==> src/rtl/rmf_pkg.sv <==
// Shared types, constants and the CRC-16/Modbus byte step for the RTU frame receiver.
package rmf_pkg;

   // Item codes on the input channel.
   localparam logic ACT_BYTE    = 1'b0;
   localparam logic ACT_TIMEOUT = 1'b1;

   // CRC-16/Modbus: reflected polynomial, all-ones start, no final inversion.
   localparam logic [15:0] CRC_INIT    = 16'hFFFF;
   localparam logic [15:0] CRC_POLY    = 16'hA001;
   localparam logic [15:0] CRC_RESIDUE = 16'h0000;

   // A leading NUL is line noise and is not stored.
   localparam logic [7:0] IDLE_CHAR = 8'h00;

   // Frame lengths are below 256 bytes, so a payload length fits one byte.
   localparam int LEN_W = 8;

   // Width of the payload length reported on the result channel.
   localparam int RSP_LEN_W = 6;

   // Verdict for one frame, passed from the front end to the emitter.
   typedef struct packed {
      logic             good;
      logic             start;
      logic [LEN_W-1:0] len;
   } cmd_type;

   // One byte through the CRC register, one bit per step.
   function automatic logic [15:0] crc_feed(input logic [15:0] crc, input logic [7:0] data);
      logic [15:0] acc;
      acc = crc ^ {8'h00, data};
      for (int i = 0; i < 8; i++) begin
         if (acc[0]) begin
            acc = (acc >> 1) ^ CRC_POLY;
         end else begin
            acc = acc >> 1;
         end
      end
      return acc;
   endfunction

endpackage

==> src/rtl/rmf_front.sv <==
// Front end: takes bytes and timeouts, keeps the running CRCs and judges each frame.
module rmf_front #(
   parameter int FRAME_DEPTH = 64
) (
   input  logic                           clock,
   input  logic                           reset,
   input  logic                           req_valid,
   output logic                           req_stall,
   input  logic                           req_action,
   input  logic [7:0]                     req_rx_byte,
   output logic                           wr_en,
   output logic [$clog2(FRAME_DEPTH)-1:0] wr_addr,
   output logic [7:0]                     wr_data,
   output logic                           cmd_push,
   output rmf_pkg::cmd_type               cmd,
   input  logic                           cmd_full,
   input  logic                           frame_done
);

   localparam int ADDR_W = $clog2(FRAME_DEPTH);
   localparam int CNT_W  = $clog2(FRAME_DEPTH + 1);

   logic [CNT_W-1:0] count_ff, count_in;
   logic [15:0]      crc_all_ff, crc_all_in;
   logic [15:0]      crc_skip_ff, crc_skip_in;
   logic             ovf_ff, ovf_in;
   logic             busy_ff, busy_in;
   logic             accept;
   logic             good0;
   logic             good1;

   // The store is owned by the emitter until its run ends, so hold off new items.
   assign req_stall = busy_ff | cmd_full;
   assign accept    = req_valid & ~req_stall;

   // Frame checks, offset 0 taking priority over offset 1.
   assign good0 = ~ovf_ff && (count_ff >= CNT_W'(3)) && (crc_all_ff == rmf_pkg::CRC_RESIDUE);
   assign good1 = ~ovf_ff && (count_ff >= CNT_W'(4)) && (crc_skip_ff == rmf_pkg::CRC_RESIDUE);

   // Next state for the running frame and the verdict pushed on timeout.
   always_comb begin
      count_in    = count_ff;
      crc_all_in  = crc_all_ff;
      crc_skip_in = crc_skip_ff;
      ovf_in      = ovf_ff;
      busy_in     = busy_ff;
      wr_en       = 1'b0;
      wr_addr     = count_ff[ADDR_W-1:0];
      wr_data     = req_rx_byte;
      cmd_push    = 1'b0;
      cmd         = '0;
      if (frame_done) begin
         busy_in = 1'b0;
      end
      if (accept) begin
         if (req_action == rmf_pkg::ACT_BYTE) begin
            if (!(count_ff == '0 && req_rx_byte == rmf_pkg::IDLE_CHAR)) begin
               if (count_ff == CNT_W'(FRAME_DEPTH)) begin
                  ovf_in = 1'b1;
               end else begin
                  wr_en      = 1'b1;
                  crc_all_in = rmf_pkg::crc_feed(crc_all_ff, req_rx_byte);
                  if (count_ff != '0) begin
                     crc_skip_in = rmf_pkg::crc_feed(crc_skip_ff, req_rx_byte);
                  end
                  count_in = count_ff + CNT_W'(1);
               end
            end
         end else begin
            cmd_push = 1'b1;
            if (good0) begin
               cmd.good  = 1'b1;
               cmd.start = 1'b0;
               cmd.len   = rmf_pkg::LEN_W'(count_ff - CNT_W'(2));
            end else if (good1) begin
               cmd.good  = 1'b1;
               cmd.start = 1'b1;
               cmd.len   = rmf_pkg::LEN_W'(count_ff - CNT_W'(3));
            end
            count_in    = '0;
            crc_all_in  = rmf_pkg::CRC_INIT;
            crc_skip_in = rmf_pkg::CRC_INIT;
            ovf_in      = 1'b0;
            busy_in     = 1'b1;
         end
      end
   end

   // Frame state registers.
   always_ff @(posedge clock) begin
      if (reset) begin
         count_ff    <= '0;
         crc_all_ff  <= rmf_pkg::CRC_INIT;
         crc_skip_ff <= rmf_pkg::CRC_INIT;
         ovf_ff      <= 1'b0;
         busy_ff     <= 1'b0;
      end else begin
         count_ff    <= count_in;
         crc_all_ff  <= crc_all_in;
         crc_skip_ff <= crc_skip_in;
         ovf_ff      <= ovf_in;
         busy_ff     <= busy_in;
      end
   end

   // The fill count never passes the store depth.
   a_count_bound: assert property (@(posedge clock) disable iff (reset)
      count_ff <= CNT_W'(FRAME_DEPTH))
      else $error("frame byte count beyond store depth");

   // A timeout transfer leaves an empty frame and a busy front end.
   a_timeout_clears: assert property (@(posedge clock) disable iff (reset)
      (accept && req_action == rmf_pkg::ACT_TIMEOUT) |=> (count_ff == '0 && busy_ff && !ovf_ff))
      else $error("frame not cleared after timeout");

endmodule

==> src/rtl/rmf_queue.sv <==
// Two-entry command queue between the frame checker and the result emitter.
module rmf_queue (
   input  logic             clock,
   input  logic             reset,
   input  logic             push,
   input  rmf_pkg::cmd_type push_cmd,
   output logic             full,
   input  logic             pop,
   output rmf_pkg::cmd_type pop_cmd,
   output logic             not_empty
);

   rmf_pkg::cmd_type entry_ff [2];
   logic             wr_ptr_ff, wr_ptr_in;
   logic             rd_ptr_ff, rd_ptr_in;
   logic [1:0]       count_ff, count_in;

   assign full      = (count_ff == 2'd2);
   assign not_empty = (count_ff != 2'd0);
   assign pop_cmd   = entry_ff[rd_ptr_ff];

   // Pointer and occupancy update.
   always_comb begin
      wr_ptr_in = wr_ptr_ff;
      rd_ptr_in = rd_ptr_ff;
      count_in  = count_ff;
      if (push) begin
         wr_ptr_in = ~wr_ptr_ff;
      end
      if (pop) begin
         rd_ptr_in = ~rd_ptr_ff;
      end
      if (push && !pop) begin
         count_in = count_ff + 2'd1;
      end else if (pop && !push) begin
         count_in = count_ff - 2'd1;
      end
   end

   always_ff @(posedge clock) begin
      if (reset) begin
         wr_ptr_ff <= 1'b0;
         rd_ptr_ff <= 1'b0;
         count_ff  <= 2'd0;
      end else begin
         wr_ptr_ff <= wr_ptr_in;
         rd_ptr_ff <= rd_ptr_in;
         count_ff  <= count_in;
      end
   end

   // Entry storage.
   always_ff @(posedge clock) begin
      if (push) begin
         entry_ff[wr_ptr_ff] <= push_cmd;
      end
   end

   a_no_overrun: assert property (@(posedge clock) disable iff (reset)
      push |-> (!full || pop))
      else $error("command queue overrun");

   a_no_underrun: assert property (@(posedge clock) disable iff (reset)
      pop |-> not_empty)
      else $error("command queue underrun");

endmodule

==> src/rtl/rmf_back.sv <==
// Back end: frame store and the emitter that walks it to produce result transfers.
module rmf_back #(
   parameter int FRAME_DEPTH = 64
) (
   input  logic                           clock,
   input  logic                           reset,
   input  logic                           wr_en,
   input  logic [$clog2(FRAME_DEPTH)-1:0] wr_addr,
   input  logic [7:0]                     wr_data,
   input  logic                           cmd_valid,
   input  rmf_pkg::cmd_type               cmd,
   output logic                           cmd_pop,
   output logic                           frame_done,
   output logic                           rsp_valid,
   input  logic                           rsp_stall,
   output logic                           rsp_frame_good,
   output logic [7:0]                     rsp_payload_byte,
   output logic                           rsp_start_offset,
   output logic [rmf_pkg::RSP_LEN_W-1:0]  rsp_payload_length,
   output logic                           rsp_last
);

   localparam int ADDR_W = $clog2(FRAME_DEPTH);

   localparam logic [1:0] ST_IDLE = 2'd0;
   localparam logic [1:0] ST_READ = 2'd1;
   localparam logic [1:0] ST_EMIT = 2'd2;

   logic [7:0]                  store_mem [FRAME_DEPTH];
   logic [7:0]                  rd_data_ff;
   logic [1:0]                  state_ff, state_in;
   logic [ADDR_W-1:0]           addr_ff, addr_in;
   logic [rmf_pkg::LEN_W-1:0]   remain_ff, remain_in;
   logic [rmf_pkg::LEN_W-1:0]   len_ff, len_in;
   logic                        good_ff, good_in;
   logic                        start_ff, start_in;
   logic                        rsp_accept;

   // Result outputs are decoded from registered state alone.
   assign rsp_valid          = (state_ff == ST_EMIT);
   assign rsp_frame_good     = good_ff;
   assign rsp_payload_byte   = good_ff ? rd_data_ff : 8'h00;
   assign rsp_start_offset   = good_ff & start_ff;
   assign rsp_payload_length = good_ff ? len_ff[rmf_pkg::RSP_LEN_W-1:0] : '0;
   assign rsp_last           = ~good_ff | (remain_ff == rmf_pkg::LEN_W'(1));
   assign rsp_accept         = rsp_valid & ~rsp_stall;
   assign frame_done         = rsp_accept & rsp_last;
   assign cmd_pop            = (state_ff == ST_IDLE) & cmd_valid;

   // Emitter: fetch a byte, offer it until taken; a bad report skips the fetch.
   always_comb begin
      state_in  = state_ff;
      addr_in   = addr_ff;
      remain_in = remain_ff;
      len_in    = len_ff;
      good_in   = good_ff;
      start_in  = start_ff;
      unique case (state_ff)
         ST_IDLE: begin
            if (cmd_valid) begin
               good_in   = cmd.good;
               start_in  = cmd.start;
               len_in    = cmd.len;
               remain_in = cmd.len;
               addr_in   = ADDR_W'(cmd.start);
               state_in  = cmd.good ? ST_READ : ST_EMIT;
            end
         end
         ST_READ: begin
            state_in = ST_EMIT;
         end
         ST_EMIT: begin
            if (rsp_accept) begin
               if (rsp_last) begin
                  state_in = ST_IDLE;
               end else begin
                  addr_in   = addr_ff + ADDR_W'(1);
                  remain_in = remain_ff - rmf_pkg::LEN_W'(1);
                  state_in  = ST_READ;
               end
            end
         end
         default: begin
            state_in = ST_IDLE;
         end
      endcase
   end

   always_ff @(posedge clock) begin
      if (reset) begin
         state_ff <= ST_IDLE;
      end else begin
         state_ff <= state_in;
      end
      addr_ff   <= addr_in;
      remain_ff <= remain_in;
      len_ff    <= len_in;
      good_ff   <= good_in;
      start_ff  <= start_in;
   end

   // Frame store: written by the front end, read by the emitter.
   always_ff @(posedge clock) begin
      if (wr_en) begin
         store_mem[wr_addr] <= wr_data;
      end
      if (state_ff == ST_READ) begin
         rd_data_ff <= store_mem[addr_ff];
      end
   end

   // A bad report is a single transfer carrying zero payload fields.
   a_bad_single: assert property (@(posedge clock) disable iff (reset)
      (rsp_valid && !rsp_frame_good) |-> (rsp_last && rsp_payload_byte == 8'h00
                                          && rsp_payload_length == '0))
      else $error("bad frame report malformed");

   // The store is never written while a run is in progress.
   a_no_write_in_run: assert property (@(posedge clock) disable iff (reset)
      (state_ff != ST_IDLE) |-> !wr_en)
      else $error("frame store written during emission");

endmodule

==> src/rtl/modbus_rtu_frame_receiver.sv <==
// Top level of the Modbus RTU receive deframer with CRC-16/Modbus checking.
// A received byte is stored and its CRC step is registered in the cycle it is accepted.
// After a timeout transfer the verdict passes through the command queue; each payload
// byte then takes a frame store read, then output register, while a bad report skips it.
// A new item is accepted once the last result of the previous timeout has been taken.
// Synchronous reset clears the counts, CRCs and control; the frame store is not cleared.
module modbus_rtu_frame_receiver #(
   parameter int FRAME_DEPTH = 64
) (
   input  logic       clock,
   input  logic       reset,
   input  logic       req_valid,
   output logic       req_stall,
   input  logic       req_action,
   input  logic [7:0] req_rx_byte,
   output logic       rsp_valid,
   input  logic       rsp_stall,
   output logic       rsp_frame_good,
   output logic [7:0] rsp_payload_byte,
   output logic       rsp_start_offset,
   output logic [5:0] rsp_payload_length,
   output logic       rsp_last
);

   localparam int ADDR_W = $clog2(FRAME_DEPTH);

   logic              wr_en;
   logic [ADDR_W-1:0] wr_addr;
   logic [7:0]        wr_data;
   logic              cmd_push;
   logic              cmd_full;
   logic              cmd_pop;
   logic              cmd_valid;
   logic              frame_done;
   rmf_pkg::cmd_type  push_cmd;
   rmf_pkg::cmd_type  pop_cmd;

   // Byte intake and frame checking.
   rmf_front #(
      .FRAME_DEPTH (FRAME_DEPTH)
   ) u_front (
      .clock       (clock),
      .reset       (reset),
      .req_valid   (req_valid),
      .req_stall   (req_stall),
      .req_action  (req_action),
      .req_rx_byte (req_rx_byte),
      .wr_en       (wr_en),
      .wr_addr     (wr_addr),
      .wr_data     (wr_data),
      .cmd_push    (cmd_push),
      .cmd         (push_cmd),
      .cmd_full    (cmd_full),
      .frame_done  (frame_done)
   );

   // Verdict queue.
   rmf_queue u_queue (
      .clock     (clock),
      .reset     (reset),
      .push      (cmd_push),
      .push_cmd  (push_cmd),
      .full      (cmd_full),
      .pop       (cmd_pop),
      .pop_cmd   (pop_cmd),
      .not_empty (cmd_valid)
   );

   // Frame store and result emission.
   rmf_back #(
      .FRAME_DEPTH (FRAME_DEPTH)
   ) u_back (
      .clock              (clock),
      .reset              (reset),
      .wr_en              (wr_en),
      .wr_addr            (wr_addr),
      .wr_data            (wr_data),
      .cmd_valid          (cmd_valid),
      .cmd                (pop_cmd),
      .cmd_pop            (cmd_pop),
      .frame_done         (frame_done),
      .rsp_valid          (rsp_valid),
      .rsp_stall          (rsp_stall),
      .rsp_frame_good     (rsp_frame_good),
      .rsp_payload_byte   (rsp_payload_byte),
      .rsp_start_offset   (rsp_start_offset),
      .rsp_payload_length (rsp_payload_length),
      .rsp_last           (rsp_last)
   );

endmodule

==> config.mk <==
export PLATFORM = sky130hd
export DESIGN_NAME = modbus_rtu_frame_receiver
export DESIGN_NICKNAME = d
export VERILOG_FILES = /design/src/rtl/rmf_pkg.sv /design/src/rtl/rmf_front.sv /design/src/rtl/rmf_queue.sv /design/src/rtl/rmf_back.sv /design/src/rtl/modbus_rtu_frame_receiver.sv
export SDC_FILE = /design/constraint.sdc
export NUM_CORES = 1
export LEC_CHECK = 0
export ABC_AREA = 1
export BUFFER_PORTS_ARGS = -buffer_cell sky130_fd_sc_hd__buf_2
export CAP_MARGIN = 10
export CORE_UTILIZATION = 45
export DETAILED_ROUTE_END_ITERATION = 7
export MAX_ROUTING_LAYER = met4
export PLACE_DENSITY_LB_ADDON = 0.2
export SLEW_MARGIN = 0
export SYNTH_ARGS = -nofsm -noshare
export SYNTH_HDL_FRONTEND = slang
export SYNTH_SLANG_ARGS = --single-unit
==> constraint.sdc <==
create_clock -name clock -period 5 [get_ports clock]
set_input_delay 0.5 -clock clock [delete_from_list [all_inputs] [get_ports clock]]
set_output_delay 0.5 -clock clock [all_outputs]
set_load 0.05 [all_outputs]
# ---- Word level (Yosys, flattened, before mapping)
# Memory sizes are Yosys's and may differ from the RTL's. A register that Yosys moved wholly into a read port is not among the register bits.
# Cells that the tools add are included.
dict set report totals {
  wordCells 220
  memories 2
  latchBits 0
  input_bits 13
  romBits 0
  regBits 69
  out_inout_bits 19
  ram_bits 532
}
# memory words word_bits read_ports rd_clocked_by_memory_dff write_ports line_no
set mem_list {}
lappend mem_list {u_back.store_mem 64 8 1 1 1 rmf_back.sv:29} ;# logic [7:0] store_mem [FRAME_DEPTH];
lappend mem_list {u_queue.entry_ff 2 10 1 1 1 rmf_queue.sv:13} ;# rmf_pkg::cmd_type entry_ff [2];
dict set report op_classes {
  n_div 0
  bitwise_logic 31
  reduce_logical 26
  muxes 128
  add_sub_neg 7
  shift 0
  magnitude_cmp 2
  n_mul 0
  eq_ne 10
}
# operator count
set ops {}
lappend ops {{two-way mux 16 bit} 86}
lappend ops {{NOT 2 -> 3 bit} 16}
lappend ops {{two-way mux 10 bit} 4}
lappend ops {{zero test 16 bit} 2}
lappend ops {{two-way mux 8 bit} 4}
lappend ops {{XOR 16 x 8 -> 16 bit} 2}
lappend ops {{two-way mux 6 bit} 4}
lappend ops {{two-way mux 7 bit} 3}
lappend ops {{two-way mux 1 bit} 19}
lappend ops {{one-hot mux 8 bit (2 select lines)} 1}
lappend ops {{subtractor 7 x 2 -> 8 bit, second input constant} 2}
lappend ops {{one-hot mux 6 bit (2 select lines)} 1}
lappend ops {{two-way mux 2 bit} 5}
lappend ops {{nonzero test 2 bit} 5}
lappend ops {{== test 8 x 1 -> 1 bit, second input constant} 1}
lappend ops {{zero test 8 bit} 1}
lappend ops {{inequality test 2 bit, second input constant} 4}
lappend ops {{AND reduction 4 bit} 2}
lappend ops {{subtractor 8 x 1 -> 8 bit, second input constant} 1}
lappend ops {{adder 7 x 1 -> 7 bit, second input constant} 1}
lappend ops {{== test 7 bit, second input constant} 1}
lappend ops {{>= comparator 7 x 2 -> 1 bit, second input constant} 1}
lappend ops {{>= comparator 7 x 3 -> 1 bit, second input constant} 1}
lappend ops {{logical AND 1 bit} 7}
lappend ops {{16 further kinds} 30}

# ---- Longest topological paths before layout
# Gate-level depths: netlist of the first run.
dict set report depth {
  depth_word 56
  mapped_depth 14
  ltp_nobuf 14
}

# ---- Hierarchy
# From an unflattened synthesis of the first run, not the netlist that was laid out.
dict set report hier_totals {
  hier_cells 2721
  hier_area_um2 27166.1
}
# module instances seq_area_each_um2 cells_per_inst area_per_inst_um2
set by_module_without_submodules {}
lappend by_module_without_submodules {rmf_back 1 16315.6 2213 23292.3}
lappend by_module_without_submodules {rmf_front 1 820.8 444 2882.8}
lappend by_module_without_submodules {rmf_queue 1 700.7 64 991.0}

# ---- Worst setup path before layout of the first run
# Ideal clock, no wire load.
dict set report synth_timing {
  path_type {register -> register}
  start {reg u_back.good_ff (netlist: u_back.rsp_frame_good)}
  end {reg u_back.addr_ff[0] (enable)}
  stages_incl_launch_ff 5
  setup_time_ns 0.407
  period_less_slack_ns 2.849
  required_time_ns 4.593
  arrival_time_ns 2.442
  path_slack_ns 2.151
  path_buffers 1
  path_cell_list {edfxtp_1 -> clkbuf_1 -> o21a_1 -> inv_1 -> a211oi_1}
}
dict set report synth_between {
  elab_chain_cells 4
}
# item line_no
set synth_lines {}
lappend synth_lines {{from (decl)} rmf_back.sv:35} ;# logic good_ff, good_in;
lappend synth_lines {{from (signal assigned)} rmf_back.sv:98} ;# good_ff <= good_in;
lappend synth_lines {{NOT 1 bit} rmf_back.sv:45} ;# assign rsp_last = ~good_ff | (remain_ff == rmf_pkg::LEN_W'(1));
lappend synth_lines {{OR 1 bit} rmf_back.sv:45}
lappend synth_lines {{net rsp_last} modbus_rtu_frame_receiver.sv:22} ;# output logic rsp_last
lappend synth_lines {{inequality test 2 bit (no source line)} n/a}
lappend synth_lines {{AND reduction 4 bit (no source line)} n/a}
lappend synth_lines {{to (signal assigned)} rmf_back.sv:95} ;# addr_ff <= addr_in;
lappend synth_lines {{to (decl)} rmf_back.sv:32} ;# logic [ADDR_W-1:0] addr_ff, addr_in;
# The timed path passes the listed nets, and every way through them passes these cells.
# A chain may end at the register's enable or synchronous reset.

# ---- Worst setup path in the final report of the first run
dict set report layout_timing {
  start {reg u_front.count_ff[0]}
  end {mem u_back.store_mem[4][2] (enable)}
}
dict set report layout_between {
  elab_chain_cells 7
  elab_cells_between_ends 9
  classes_between {eq/ne (1); mux (6); reduce/logical (2)}
}
# item line_no
set layout_lines {}
lappend layout_lines {{from (decl)} rmf_front.sv:23} ;# logic [CNT_W-1:0] count_ff, count_in;
lappend layout_lines {{from (signal assigned)} rmf_front.sv:98} ;# count_ff <= count_in;
lappend layout_lines {{== test 7 bit or zero test 7 bit (tied branches)} {rmf_front.sv:58, rmf_front.sv:57}}
lappend layout_lines {{two-way mux 1 bit or logical AND 1 bit (tied branches)} {rmf_front.sv:58, rmf_front.sv:57}}
lappend layout_lines {{two-way mux 1 bit} rmf_front.sv:57} ;# if (!(count_ff == '0 && req_rx_byte == rmf_pkg::IDLE_CHAR)) begin
lappend layout_lines {{two-way mux 1 bit} rmf_front.sv:56} ;# if (req_action == rmf_pkg::ACT_BYTE) begin
lappend layout_lines {{two-way mux 1 bit} rmf_front.sv:55} ;# if (accept) begin
lappend layout_lines {{two-way mux 1 bit} rmf_back.sv:104} ;# if (wr_en) begin
lappend layout_lines {{two-way mux 1 bit (not written as such)} rmf_back.sv:105} ;# store_mem[wr_addr] <= wr_data;
lappend layout_lines {{to (decl)} rmf_back.sv:29}
# Parallel ways exist; a longest one is shown, timed or not.

==> results of run 1 <==
Yosys cell counts, types with 12 or more instances:
master	count	area share (%)
inv_1	99	1.5
a21oi_1	65	1.3
edfxtp_1	562	66
nand2_1	221	3.2
buf_2	43	0.84
nor2_1	480	7.0
nand3_1	104	2.0
o32ai_1	66	2.3
clkbuf_1	62	0.91
o21ai_0	227	4.4
o211ai_1	69	2.0
xnor2_1	15	0.51
o221ai_1	12	0.41
dfxtp_1	48	3.8
area by class of cell:
class / count / area share, %
sequential: 610 / 62.4
multi-input combinational: 1347 / 23.7
clock buffer: 91 / 6.80
tap: 756 / 3.31
inverter: 110 / 1.47
timing repair buffer: 56 / 1.42
clock inverter: 30 / 0.941
worst max-delay path: stages (launching register included):
cell and delay (ns):
dfxtp_1 0.43, clkinv_1 0.29, ha_1 0.30, inv_1 0.12, nor2_1 0.06, nand3_1 0.13
nand2_1 0.11, nor2_2 0.32, nand3_1 0.73, nor2_1 0.83
layer usage:
layer / track usage [%] / up-vias / wire length, um
li1: - / 7884 / -
met1: 32.4 / 8205 / 28200
met2: 37.2 / 724 / 31200
met3: 4.01 / 108 / 5280
met4: 8.47 / 0 / 1810
met5: - / - / 0
flip-flops by register name, summed over array words and instances, names as in the netlist, named ones only:
signal and cells:
u_back.addr_ff 6, u_front.count_ff 7, u_back.start_ff 1, u_back.len_ff 6
u_front.crc_all_ff 16, u_back.rd_data_ff 8, u_back.rsp_frame_good 1, u_front.busy_ff 1
u_queue.rd_ptr_ff 1, u_queue.count_ff 2, u_back.store_mem 512, u_queue.entry_ff 20
u_front.ovf_ff 1, u_queue.wr_ptr_ff 1, u_back.state_ff 2, u_back.remain_ff 8
u_front.crc_skip_ff 16
power by group through the flow:
stage	logic (mW)	registers (mW)	clock network (mW)
2_1_floorplan	3.51	6.12	0
3_3_place_gp	4.86	6.21	0
3_5_place_dp	4.88	6.22	0
4_1_cts	4.90	6.11	5.01
5_1_grt	5.43	6.14	5.21
6_report	4.93	6.11	4.95
metrics by stage:
stage | total power [mW] | instance area, sq um | hold slack [ns]
floorplan | 9.63 | 25600 | 0.426
global placement | 11.1 | 26400 | 0.440
detailed placement | 11.1 | 26400 | 0.449
CTS | 16.0 | 28600 | 0.192
global route | 16.8 | 28600 | 0.222
finish | 16.0 | 28600 | 0.242
worst max-delay path by stage:
stage	to	from	slack, ns
detailed placement	u_back.store_mem[4][3]$_DFFE_PP_	u_front.count_ff[0]$_SDFFE_PP0P_	1.35
CTS	u_back.store_mem[4][2]$_DFFE_PP_	u_front.count_ff[0]$_SDFFE_PP0P_	1.32
finish	u_back.store_mem[4][2]$_DFFE_PP_	u_front.count_ff[0]$_SDFFE_PP0P_	1.30
floorplan	u_back.addr_ff[0]$_DFFE_PP_	u_back.rsp_frame_good$_DFFE_PP_	2.15
global placement	u_back.store_mem[4][0]$_DFFE_PP_	u_front.count_ff[0]$_SDFFE_PP0P_	1.47
global route	u_back.store_mem[20][3]$_DFFE_PP_	u_front.count_ff[0]$_SDFFE_PP0P_	1.04
kinds of logic after synthesis:
kind of cell / share of synthesized area [%]
and+or+nand+nor: 13.4
DFF: 69.8
AOI/OAI and AO/OA: 11.2
buffers and inverters: 3.79
xor gates and xnor gates: 0.891
adders and majority gates: 0.538
muxes: 0.392
==> results, run 1 <==
- The worst hold path begins at rsp_stall.
- Across all register-to-register paths, the minimum setup slack is between 1 and 1.5 ns.
- The HPWL after detailed placement is between 40 and 50 mm.
- Timing analysis after detailed placement gives a worst setup slack of between 1 and 1.5 ns.
- Sequential elements use 69.8% of the synthesized area.
- The flow ran to the end, and the final reports show no timing, DRC or antenna violations.
- The count of nets left with antenna violations after detail routing is 0.
- The area growth from synthesis to layout is 11.8%.
- The floorplan step set the die height to between 200 and 250 um.
- The power spent charging and discharging nets is approximately 5.7 mW.
- The number of nets in the synthesized netlist is between 2000 and 2500.
- The maximum net fanout on the critical path is 9.
- The required time of the critical path is 5.22 ns.
- For this configuration, the core starts out at a cell density of a little under half.
- In the global route stage, overall resource usage came out at around a quarter.
- Setup repair after global routing left no endpoint under its margin.
- Counting cells, the worst reg-to-reg path comes to 9.
- The post-cts hold buffer count is 0.
- The kind of capture point of the worst setup path is a flop.
- The clock network is responsible for between 30% and 40% of the overall power.
- In this run the mean area of a mapped cell was between 10 and 15 sq um.
- The H-tree was split into 3 levels.
- Counting tap cells, the placed design contains a total of approximately 2900 instances.
- The smallest clock period supported by the final layout is computed as between 3 and 4 ns.
- The count of synthesis-stage warnings from yosys is 0.
- The total overflow reported by the global router is 0.
- The worst ir drop on vdd is between 0.4 and 0.5 mV.
- 32 I/O pins were placed.
- The initial antenna violation count is 0.
- The number of CTS-inserted buffers is 67.
- TritonCTS built the clock tree.
- The number of failing setup endpoints in the final timing report is 0.
- The number of sinks handled by clock tree synthesis is 610.
- The worst hold path terminates at u_back.state_ff[1]$_SDFFE_PP0P_.
- In the synthesized netlist the dominant register cell turns out to be edfxtp_1.
- The power per unit of standard cell area is between 500 and 600 nW/um^2.
- Cells with a size suffix above 1 make up around 8.2% of the layout.
- The worst-case clock buffer depth is 3.
- At the end of the flow the core is filled with cells to roughly half.
- The count of max-cap constraint violations is 0.
- The final max-slew violation count is 0.
- After clock tree synthesis, the clock-pin slew on the worst setup and hold paths is about 0.06 ns.
- The floorplan step defined a die boundary enclosing just under 60000 sq um.
- The global-route wire length before repair is 100 mm.
- Cell internal power was estimated by the tool at 10.3 mW.
- The worst path meets setup with approximately 1.3 ns of slack.
- The multi-input combinational cell area is 6770 sq um.
- The final hold violation count is 0.
- For the final database, setup skew stands at approximately 0.027 ns.
- In this run, the number of DRC markers left after iteration 0 of detailed routing was roughly 1500.
- The via-per-instance ratio is roughly 5.6.
- The net count of the finished layout is 2216.
- The remaining design rule violation count is 0.
- Leaving out fill and tap cells, the most frequent cell in the layout is edfxtp_1.
- The critical path in this run is classified as flop to flop.
- The core area is around 56000 sq um.
- The fraction of power consumed by sequential logic is 38.2%.
- The cell count after synthesis came out at between 2000 and 2500.
- The post-detailed-route wirelength per cell is ~22 um.
- The number of flops mapped to enable cells by yosys is between 500 and 600.
- The total iterations of the first detailed-routing run is 5.
- The row count is 87.
- The path class of the tightest hold or removal check is primary input to flop.
- The category of the worst setup path launch point is a flop.
- The setup TNS is 0 ns.
- The launching point of the worst reg2reg path is u_front.count_ff[0]$_SDFFE_PP0P_.
- The worst pin sits at a relative slew slack of between 20% and 30%.
- The routability-driven placement congestion ratio is 0.928.
- The count of vias placed by the detailed router is 16900.
- The final period utilization is approximately three quarters.
- The number of gates resized after cts is 0.
- Post-CTS timing repair inserted 0 buffers for setup.
- Along the worst hold path, the cell count comes to 3.
- In this run, synthesis produced a sequential element count of between 600 and 700.
- The clock insertion delay at the later pin of the skew report is around 0.6 ns.
- The capture instance of the worst register-to-register path is u_back.store_mem[4][2]$_DFFE_PP_.
- The number of standard cells in the final layout excluding fillers is 3000.
- Fill cells in the final layout number roughly 4900.
- Leaving out fill and tap cells, the most frequent cells in the layout are edfxtp_1, nor2_1, o21ai_0, nand2_1, nand3_1.
- The mapped netlist covers 25600 sq um.
- STA puts the critical path data arrival time at between 3 and 4 ns.
- The transition time at the pin with the least slew margin is between 1 and 1.5 ns.
- The number of global-route vias before repair is 16400.
- The floorplan step set the die width to between 200 and 250 um.
- The number of library cell types mapped by synthesis is 46.
- In this run, the combinational gates consume 30.8% of the power.
- The number of I/O port buffers is 31.
- Static timing analysis puts the maximum clock frequency at approximately 270 MHz.
- In the final layout, flip-flops and latches occupy approximately 18000 sq um.
- Summed over all cells, the static leakage comes to ~10 nW.
- The switching share of power is a little over a third.
- The fraction of registers with async set/reset is 0%.
- The number of antenna diodes in the final layout is 0.
- The cell at the root of the clock tree is clkbuf_16.
- The total detailed-routing wirelength is 66.5 mm.
- Entering global routing, the biggest net connects about 130 pins.
Note: power is estimated with default switching activity, not from simulation.
==> run 2: changes to the inputs <==
ABC_AREA = 0   (was 1)
clock period = 3.55 ns   (was 5 ns; I/O delays follow)
==> results, run 2 <==
- The total detailed-routing wirelength is 56.0 mm (-16%).
- The power per unit of standard cell area is 732 nW/um^2 (+31%).
- The normalized max-slew margin came to 26.0% (+5.4 points).
- The number of H-tree levels is 3 (unchanged).
- The dominant combinational cell family by area after synthesis is multiplexers.
- The row count came to 85 (-2.3%).
- The uppermost metal layer occupied by signal nets is met4.
- The full die area was 55700 sq um (-3.7%).
- The count of synthesis-stage warnings from yosys is 0 (unchanged).
- The routability-driven placement congestion ratio is 0.845 (-8.9%).
- The final max-slew violation count is 0 (unchanged).
- The number of nets in the layout is 1430 (-35%).
- The delay of the slowest critical-path stage came to 0.89 ns (+0.06 ns).
- The clock insertion delay at the later pin of the skew report was 0.59 ns (about the same).
- The global-route wire length before repair is 84.7 mm (-15%).
- The dominant cell by count in the synthesized netlist is edfxtp_1.
- The die outline width was 236 um (-1.8%).
- The number of ports placed on the die boundary came to 32 (unchanged).
- The mean cell area of the mapped netlist is 18.5 sq um (+58%).
- The largest total area in the synthesized netlist belongs to edfxtp_1.
- The final hold violation count is 0 (unchanged).
- The total iterations of the first detailed-routing run is 6 (+1).
- The fraction of post-synthesis cell area in the top cell type by area is 68.5% (+2.5 points).
- The post-synthesis mux area share is 12.6% (+12 points).
- In the post-synthesis netlist, the biggest area contributors are edfxtp_1, mux4_2, dfxtp_1.
- Ranked by instance count, the synthesized netlist is headed by edfxtp_1, mux4_2, nor2_1.
- The clock network power share is 33.9% (+3.0 points).
- The number of global-route vias before repair is 13000 (-20%).
- The switching share of power was 28.7% (-7.1 points).
- Setup repair after global routing left no endpoint under its margin.
- The critical setup path kind is flop to flop.
- The remaining design rule violation count came to 0 (unchanged).
- The number of inserted diodes is 0 (unchanged).
- The multi-input combinational cell area came to 6370 sq um (-5.8%).
- The setup TNS is 0 ns (unchanged).
- The share of the synthesized area in compound gates (AO/OA/AOI/OAI) was 4.98% (-6.3 points).
- The worst-case clock buffer depth is 3 (unchanged).
- The post-CTS setup-driven buffer insertion count is 0 (unchanged).
- The count of max-cap constraint violations is 0 (unchanged).
- The arrival time of the worst setup path came to 3.30 ns (-0.62 ns).
- The overall global routing resource usage is 21.2% (-2.9 points).
- The number of CTS-inserted buffers came to 66 (-1.5%).
- The via-per-instance ratio was 5.83 (+3.4%).
- The number of failing setup endpoints in the final timing report is 0 (unchanged).
- The count of vias placed by the detailed router came to 12600 (-26%).
- The total overflow reported by the global router is 0 (unchanged).
- The initial core utilization came to 45.7% (+0.23 points).
- The launch point of the critical path is u_queue.count_ff[0]$_SDFFE_PP0P_.
- The dominant synthesized flop cell is edfxtp_1.
- The tightest hold margin was 0.170 ns (-0.0715 ns).
- The number of flops mapped to enable cells by yosys came to 562 (unchanged).
- The post-detailed-route wirelength per cell is 26.0 um (+17%).
- The routed length on met2 is 27.3 mm (-12%).
- The HPWL after detailed placement came to 34.3 mm (-15%).
- The number of fill cells in the layout is 4246 (-13%).
- The number of DRC violations after detailed-routing iteration 0 is 1160 (-24%).
- The maximum net fanout on the critical path is 8 (-1).
- In the final layout, the registers with the most flip-flops are u_back.store_mem: 512 flops, u_queue.entry_ff: 20 flops.
- The simple-gate portion of the synthesized area is 5.12% (-8.3 points).
- The worst setup path is captured at a flop.
- The power spent charging and discharging nets came to 5.86 mW (+2.3%).
- The number of sinks handled by clock tree synthesis is 610 (unchanged).
- The register bit count reported by yosys came to 610 (unchanged).
- The relative contribution of combinational cells to total power is 24.8% (-6.0 points).
- The reported leakage power is 8.97 nW (-8.5%).
- The core area is 53900 sq um (-4.2%).
- The flow ran to the end, and the final reports show no timing, DRC or antenna violations.
- The area growth from synthesis to layout is 13.1%.
- The fmax is 324 MHz (+20%).
- The final period utilization is 86.9% (+13 points).
- The worst-path cell with the longest stage delay is nor2_1.
- The share of cells above drive strength 1 is 22.6% (+14 points).
- The worst ir drop on vdd was 0.413 mV (-1.5%).
- The cell area after synthesis is 24600 sq um (-3.7%).
- The synthesized netlist cell count is 1334 (-39%).
- The register bank with the most flops is u_back.store_mem.
- The fraction of registers with async set/reset is 0% (unchanged).
- The total routed wire length on the met1 layer is 24.6 mm (-13%).
- The net count after synthesis is 1358 (-39%).
- The detailed route wirelength on metal3 is 2.85 mm (-46%).
- The sequential standard cell area is 17800 sq um (unchanged).
- The internal power of the cells is 14.5 mW (+42%).
- The transition time at the pin with the least slew margin was 1.11 ns (-0.0813 ns).
- The shortest clock period the worst path allows after layout is 3.09 ns (-0.611 ns).
- The signal on the critical path passes through nor2b_1, nor3b_1, o2111a_1, nand2_1, nor2_1.
- The class of the most critical hold timing path is primary input to flop.
- The top cell types in the final layout, fill and taps aside, are edfxtp_1, mux4_2, nor2_1, clkbuf_16, nand2_1.
- The initial antenna violation count is 0 (unchanged).
- The start point of the worst hold path is reset.
- The maximum number of pins on one net before global-route repair is 68 (-48%).
- The kind of cell adding the most delay to the critical path is simple AND/OR/NAND/NOR gates.
- The number of I/O port buffers came to 31 (unchanged).
- The share of the synthesized netlist area taken by xor and xnor gates came to 2.60% (+1.7 points).
- The count of nets left with antenna violations after detail routing is 0 (unchanged).
- The area share of fa/ha/maj cells after synthesis is 0.559% (+0.021 points).
- The part of the Yosys area used for sequential elements was 72.4% (+2.7 points).
- The cell sitting at the root of the clock tree is a clkbuf_16.
- The fraction of power consumed by sequential logic was 41.3% (+3.1 points).
- The required time of the critical path is 3.76 ns (-1.46 ns).
- The overall die height was 236 um (-1.8%).
- The critical path buffer and inverter count is 0 (-2).
- The library cell used most frequently in the layout, excluding fill and tap cells, is edfxtp_1.
- The clock transition time at the flip-flop clock pins of the worst setup and hold paths is 0.06 ns (about the same).
- The number of library cell types mapped by synthesis is 65 (+41%).
- The category of the worst setup path launch point is a flop.
- The clock tree from TritonCTS is built.
- The clock skew after layout came to 0.0208 ns (-0.00621 ns).
- The worst register-to-register path begins at u_queue.count_ff[0]$_SDFFE_PP0P_.
- The flip-flop count of the largest register, all copies and words added is 512 (unchanged).
[run 2: changes by cell type after synthesis, sizes merged, moves of 29 or more]
cell | before | now
o211ai | 71 | 10
mux4 | 0 | 128
o32ai | 66 | 0
nand2 | 227 | 55
o21ai | 230 | 10
inv | 103 | 15
nand3 | 105 | 9
a22oi | 0 | 33
a21oi | 65 | 36
nor2 | 484 | 102
[run 2: cell families (layout without fill, tap and decap cells)]
family                     after synthesis  in the layout
AOI/OAI and AO/OA                      168            168
DFF                                    610            610
and+or+nand+nor                        254            254
xor gates and xnor gates                60             60
buffers and inverters                   83            206
adders and majority gates               11             11
muxes                                  148            148
[run 2: timing repair]
item | 4_1_cts | 5_1_grt
endpoints found under the hold margin | 1 | 0
hold buffers | 1 | 0
resized for setup | 0 | 0
[run 2: per-layer routing]
layer | track usage, % | up-vias
met5 | - | -
met4 | 6.71 | 0
met3 | 3.19 | 78
li1 | - | 5531
met2 | 33.0 | 356
met1 | 28.9 | 6597
[run 2: worst paths after layout]
check / end / slack (ns) / depth (start not counted)
worst max register to register: u_back.store_mem[50][3]$_DFFE_PP_ / 0.46 / 5
worst min-delay path: u_front.count_ff[0]$_SDFFE_PP0P_ / 0.17 / 2
worst min register to register: u_front.crc_skip_ff[9]$_SDFFE_PP1P_ / 0.50 / 2
worst max-delay path: u_back.store_mem[50][3]$_DFFE_PP_ / 0.46 / 5
[run 2: stage by stage]
stage / instance area (sq um) / std cells / power [mW] / setup WS (ns) / utilization [%]
floorplan: 24600 / 1334 / 12.2 / 1.17 / -
global placement: 25700 / 2033 / 13.6 / 0.455 / 47.6
detailed placement: 25700 / 2033 / 13.7 / 0.406 / 47.6
CTS: 27900 / 2153 / 20.6 / 0.433 / 51.7
global route: 27900 / 2153 / 21.2 / 0.375 / 51.7
finish: 27900 / 2153 / 20.4 / 0.463 / 51.7
[run 2: area by class of cell]
class / count / share of cell area [%]
multi-input cells: 641 / 22.9
clock inverters: 32 / 1.13
repair buffers: 72 / 1.90
flip-flops and latches: 610 / 64.0
well taps: 696 / 3.13
clock buffers: 87 / 6.74
inverters: 15 / 0.202
[run 2: power by group through the flow]
stage	Sequential (mW)	Clock [mW]	Combinational [mW]
after floorplan	8.48	0	3.74
after global placement	8.58	0	5.06
after detailed placement	8.59	0	5.09
after CTS	8.44	7.04	5.10
after global routing	8.47	7.33	5.41
final	8.44	6.92	5.05
